<file path="src/hdl/sorted_matrix_binary_search_assert.svh">
// Assertion macros for the sorted-matrix search RTL.
// Each macro expects signals named clk and rst_n in the using module.
`ifndef SORTED_MATRIX_BINARY_SEARCH_ASSERT_SVH
`define SORTED_MATRIX_BINARY_SEARCH_ASSERT_SVH

// Condition that must hold at every clock edge out of reset
`define SMBS_ASSERT_ALWAYS(lbl, cond, msg) \
    lbl: assert property (@(posedge clk) disable iff (!rst_n) (cond)) \
        else $error(msg);

// Antecedent in one cycle implies consequent in the next
`define SMBS_ASSERT_NEXT(lbl, ante, cons, msg) \
    lbl: assert property (@(posedge clk) disable iff (!rst_n) (ante) |=> (cons)) \
        else $error(msg);

`endif

</file>
<file path="src/hdl/smbs_pkg.sv">
// Shared types and constants for the sorted-matrix binary search block.
// No dependencies; used by the controller, datapath and top level.
package smbs_pkg;

    // Field widths
    localparam int POS_W      = 10;
    localparam int VAL_W      = 32;
    localparam int CNT_W      = 6;
    localparam int S_TDATA_W  = 48;   // position + value, padded to bytes
    localparam int M_TDATA_W  = 8;    // found, padded to a byte

    // Operation codes carried on s_tuser
    localparam logic OP_LOAD   = 1'b0;
    localparam logic OP_SEARCH = 1'b1;

    // Configuration register indexes
    localparam logic REG_ROW_COUNT    = 1'b0;
    localparam logic REG_COLUMN_COUNT = 1'b1;

    // Controller to datapath commands
    typedef struct packed {
        logic write;   // store the incoming element
        logic init;    // capture key, set search bounds
        logic read;    // issue a memory read at the midpoint
        logic step;    // compare probe with key, narrow the bounds
        logic emit;    // move the search outcome to the output register
    } cmd_t;

    // Datapath to controller status
    typedef struct packed {
        logic empty;   // search range is exhausted
        logic hit;     // current probe equals the key
    } stat_t;

endpackage

</file>
<file path="src/hdl/smbs_ctrl.sv">
// Controller FSM: input handshake, probe sequencing and output register valid.
// Depends on smbs_pkg and the assertion macro header.
`include "sorted_matrix_binary_search_assert.svh"

module smbs_ctrl (
    input  logic            clk,
    input  logic            rst_n,
    input  logic            s_tvalid,
    input  logic            s_op,
    output logic            s_tready,
    output logic            m_tvalid,
    input  logic            m_tready,
    output smbs_pkg::cmd_t  cmd,
    input  smbs_pkg::stat_t stat
);
    import smbs_pkg::*;

    localparam logic [1:0] ST_IDLE = 2'd0;
    localparam logic [1:0] ST_READ = 2'd1;
    localparam logic [1:0] ST_CMP  = 2'd2;
    localparam logic [1:0] ST_DONE = 2'd3;

    logic [1:0] state_reg;
    logic [1:0] state_next;
    logic       out_valid_reg;
    logic       out_valid_next;
    logic       accept_w;

    assign s_tready = (state_reg == ST_IDLE);
    assign accept_w = s_tvalid && s_tready;
    assign m_tvalid = out_valid_reg;

    // Next state and commands
    always_comb
    begin
        state_next     = state_reg;
        out_valid_next = out_valid_reg && !m_tready;
        cmd            = '0;
        case (state_reg)
            ST_IDLE:
            begin
                if (accept_w)
                begin
                    if (s_op == OP_LOAD)
                    begin
                        cmd.write = 1'b1;
                    end
                    else
                    begin
                        cmd.init   = 1'b1;
                        state_next = ST_READ;
                    end
                end
            end
            ST_READ:
            begin
                if (stat.empty)
                begin
                    state_next = ST_DONE;
                end
                else
                begin
                    cmd.read   = 1'b1;
                    state_next = ST_CMP;
                end
            end
            ST_CMP:
            begin
                cmd.step   = 1'b1;
                state_next = stat.hit ? ST_DONE : ST_READ;
            end
            ST_DONE:
            begin
                if (!out_valid_reg || m_tready)
                begin
                    cmd.emit       = 1'b1;
                    out_valid_next = 1'b1;
                    state_next     = ST_IDLE;
                end
            end
            default:
            begin
                state_next = ST_IDLE;
            end
        endcase
    end

    // State and output valid registers
    always_ff @(posedge clk or negedge rst_n)
    begin
        if (!rst_n)
        begin
            state_reg     <= ST_IDLE;
            out_valid_reg <= 1'b0;
        end
        else
        begin
            state_reg     <= state_next;
            out_valid_reg <= out_valid_next;
        end
    end

    // Checks
    `SMBS_ASSERT_NEXT(a_init_reads, cmd.init, state_reg == ST_READ, "search did not start")
    `SMBS_ASSERT_NEXT(a_read_cmp, cmd.read, state_reg == ST_CMP, "probe read not compared")
    `SMBS_ASSERT_NEXT(a_emit_valid, cmd.emit, out_valid_reg && state_reg == ST_IDLE,
                      "result not presented")
    `SMBS_ASSERT_ALWAYS(a_no_overwrite, !(cmd.emit && out_valid_reg && !m_tready),
                        "pending result overwritten")

endmodule
</file>
<file path="config.mk">
export PLATFORM = sky130hd
export DESIGN_NAME = smbs_ctrl
export DESIGN_NICKNAME = d
export VERILOG_FILES = /design/src/hdl/smbs_pkg.sv /design/src/hdl/smbs_ctrl.sv
export VERILOG_INCLUDE_DIRS = /design/src /design/src/hdl
export SDC_FILE = /design/constraint.sdc
export NUM_CORES = 1
export LEC_CHECK = 0
export ABC_AREA = 1
export BUFFER_PORTS_ARGS = -buffer_cell sky130_fd_sc_hd__buf_2
export CAP_MARGIN = 5
export CORE_AREA = 2 2 39 41
export CTS_CLUSTER_DIAMETER = 120
export DETAILED_ROUTE_END_ITERATION = 16
export DIE_AREA = 0 0 41 43
export PLACE_DENSITY = 0.41
export SYNTH_ARGS = -nofsm -noshare
export SYNTH_HDL_FRONTEND = slang
export SYNTH_SLANG_ARGS = --single-unit
</file>
<file path="constraint.sdc">
create_clock -name clk -period 1.1 [get_ports clk]
set_input_delay 0.055 -clock clk [delete_from_list [all_inputs] [get_ports clk]]
set_output_delay 0.055 -clock clk [all_outputs]
set_load 0.1 [all_outputs]
</file>
* Word-level counts from Yosys, hierarchy flattened *
Cells that the tools add are included.

storage, ports and cells
  register bits = 3
  bits in latches = 0
  memory bits (writable) = 0
  ROM bits = 0
  bits of input ports = 7
  output and inout port bits = 7
  word-level logic and storage cells = 32
  memories kept = 0

cells by class
  add/subtract/negate cells = 0
  multipliers = 0
  div/mod/pow operators = 0
  magnitude comparators = 0
  equality and inequality tests = 6
  shifts and indexed selects = 0
  multiplexer cells = 17
  bitwise logic cells = 0
  reductions and logical operators = 7

operators by type and width
  cell                                                   count
  two-way mux 2 bit                                      6
  two-way mux 1 bit                                      10
  one-hot mux 2 bit (4 select lines)                     1
  equality test 2 bit, second input constant             2
  inequality test 2 bit, second input constant           2
  AND reduction 3 bit                                    1
  equality test 2 x 1 -> 1 bit, second input constant    1
  logical AND 1 bit                                      2
  zero test 1 bit                                        2
  zero test 2 bit                                        1
  inequality test 2 x 1 -> 1 bit, second input constant  1
  logical OR 1 bit                                       1

* Longest topological paths before layout *
  depth after elaboration = 4
  mapped depth = 5
  depth with buffers taken out = 5

* Worst setup path after synthesis *
Ideal clock, no wire load.

  kind = register -> output
  start point = register state_reg[0]
  end point = output cmd[4] (netlist bit)
  arrival = 3.169 ns
  required time = 1.045 ns
  slack = -2.124 ns
  cell stages (with the launch flop) = 4
  path buffers = 0
  cells stage by stage = dfrtp_1 -> nor2_1 -> nand2_1 -> nor2_1

RTL lines
  item                    line             text
  start, declared         smbs_ctrl.sv:23  logic [1:0] state_reg;
  start signal, assigned  smbs_ctrl.sv:98  state_reg <= state_next;
  end, declared           smbs_ctrl.sv:13  output smbs_pkg::cmd_t cmd,

==> reports/metrics.cfg <==
[clock_tree]
cts_tree=done
cts_root_buf=clkbuf_4
clk_latency_ns=0.24
h-tree-depth=1
cts_sinks=3
numCtsBuffers=3
clock_path_buffers=2
path_clk_slew_ns=0.04

[logic_synthesis]
synth_area_leaders=dfrtp_1 (42%), nand2_1 (21%), inv_1 (13%), nor2_1 (8.3%), nand2_2 (3.5%)
ys_seq_elements=3
synth_edf_count=0
ys_warn_count=0
post_synth.cell_area_avg_um2=6.213
syn_nets=36
synth_top_cell_area_share=0.4167
ys.flop_type=dfrtp_1
synth_area_um2=180.2
async_reset_ff_frac=1.000
synthTopCellsByCount=nand2_1 (10), inv_1 (6), nor2_1 (4)
synth_seq_area_share=0.4167
syn_inst=29
yosysTopAreaCell=dfrtp_1
yosysUniqueCellTypes=10
yosysMostFrequentCell=nand2_1

[timing]
worst_slew_pin_slew_ns=0.1697
slew_headroom=0.8865
skew_ns=0.007142
setup-tns-final_ns=-0.6771
max_freq_mhz=808.8
rsz0062_at_grt=true
timing.final.crit_share=1.124
finalMaxSlewViolations=0
min_period_ns=1.236
final-setup-viol-count=6
timing.final.ws_setup_ns=-0.1364
hold_viol_final=0

[finish]
seq_area_um2=81.33
antennaDiodeCount=0
multi_input_area_um2=122.6
nNetsFinal=62
largest_reg_flops=2
n_fill_cell=156
areaGrowthSynthToFinish_pct=186.8
drive_gt1_frac=0.6852

[placed_design]
io_buffers=13
gp_congestion=0.6562
hpwl_um=379.1

[critical_path]
cp_data_required_time_ns=1.04
crit_type=flip-flop to primary output
start_kind=flip-flop
cp-end-kind=primary output
r2r_slack_ns=0.13
cp_max_fo=6
arrival_ns=1.18

[detailed_routing]
vias=248
drt_iter0_drc=4
drt.antenna.violating_nets=0
finalWirelength_um=534
drc=0
avgRoutedWirePerCell_um=7.629
firstDrtPassIters=2
vias_per_cell=3.543

[floorplan]
fp-row-count=14
coreArea_um2=1384
start_util=0.1302
boundaryPins=14
dieWidth_um=41
die_area_um2=1763
die_y_um=43

[global_routing]
grt_overflow=0
grt_max_degree=7
grt_util_all_layers=0.07847
grt_pass1_wl_um=876
grt_pass1_vias=225
grt_antenna_before_repair=0

[run_status]
violations=setup timing
status=complete, but fails checks

[flow_run]
maxCapViolCount=0

[hold_path]
hp-class=input pin to flip-flop

## final cells by class
type / instances / area share
Inverter: 7 / 0.05811
Timing Repair Buffer: 21 / 0.4576
Sequential cell: 3 / 0.1574
Multi-Input combinational cell: 19 / 0.2373
Tap cell: 16 / 0.03874
Clock buffer: 4 / 0.05085
## layer usage
metal,track usage,vias up,wire (µm),share of wire
met5,0,-,0,0
met3,0.05236,0,64,0.12
li1,-,135,-,-
met4,0.06000,0,0,0
met2,0.09375,11,238,0.45
met1,0.09385,102,230,0.43
## kinds of logic (layout without fill, tap and decap cells)
group / after synthesis / in the layout / share of synthesized area
flip-flops: 3 / 3 / 0.4167
AO/OA/AOI/OAI: 2 / 2 / 0.05550
buffers and inverters: 7 / 32 / 0.1458
AND/OR/NAND/NOR: 17 / 17 / 0.3819
## per-stage QoR
step | std cells | hold slack [ns] | cell area (µm²) | worst slack (ns) | utilization
floorplan | 29 | -0.2406 | 231.5 | -0.5815 | -
global placement | 59 | -0.1473 | 429.2 | 0.07476 | 0.3101
detailed placement | 59 | -0.1442 | 429.2 | 0.07672 | 0.3101
CTS | 68 | 0.08919 | 501.7 | -0.1569 | 0.3626
global route | 70 | 0.1126 | 516.7 | -0.1944 | 0.3734
finish | 70 | 0.09458 | 516.7 | -0.1364 | 0.3734
## worst paths after layout
check | startpoint | to | cells after the start
setup reg to reg | state_reg[1]$_DFFE_PN0P_ | state_reg[1]$_DFFE_PN0P_ | 5
min in group asynchronous | rst_n | m_tvalid$_DFF_PN0_ | 2
hold / removal | m_tready | m_tvalid$_DFF_PN0_ | 4
max in group asynchronous | rst_n | state_reg[1]$_DFFE_PN0P_ | 2
setup / recovery | state_reg[0]$_DFFE_PN0P_ | cmd[4] | 4
hold reg to reg | m_tvalid$_DFF_PN0_ | m_tvalid$_DFF_PN0_ | 2
## critical path: stages, from the launching register on
cell	delay, ns
dfrtp_2	0.45
nor2_4	0.15
nand2_2	0.07
nor2_4	0.10
buf_12	0.18
## layout by cell type, fill, tap and decap left out
master / synthesis / final
buf_6: 0 / 1
o21ai_1: 1 / 1
nor3_4: 0 / 1
buf_4: 0 / 6
dfrtp_4: 0 / 1
clkbuf_1: 0 / 1
dfrtp_2: 0 / 2
clkinvlp_4: 0 / 1
nand3_1: 1 / 1
clkbuf_4: 0 / 3
nand2_2: 1 / 4
nor2_2: 0 / 1
nand2_1: 10 / 7
buf_2: 0 / 6
nor2_4: 0 / 3
inv_2: 1 / 1
buf_12: 0 / 7
dlygate4sd3_1: 0 / 1
inv_1: 6 / 5
o21ai_0: 1 / 1
## timing repair
action / in CTS / in global routing
setup endpoints to repair: 6 / 6
hold buffers: 1 / 0
gates cloned: 0 / 0
pin swaps: 3 / 2
setup buffers: 4 / 2
gates resized for setup: 2 / 0
hold endpoints to repair: 3 / 0
Power is left out: the tool's default activity adds up to more than one toggle a clock period on the data nets, which glitch-free logic cannot reach.
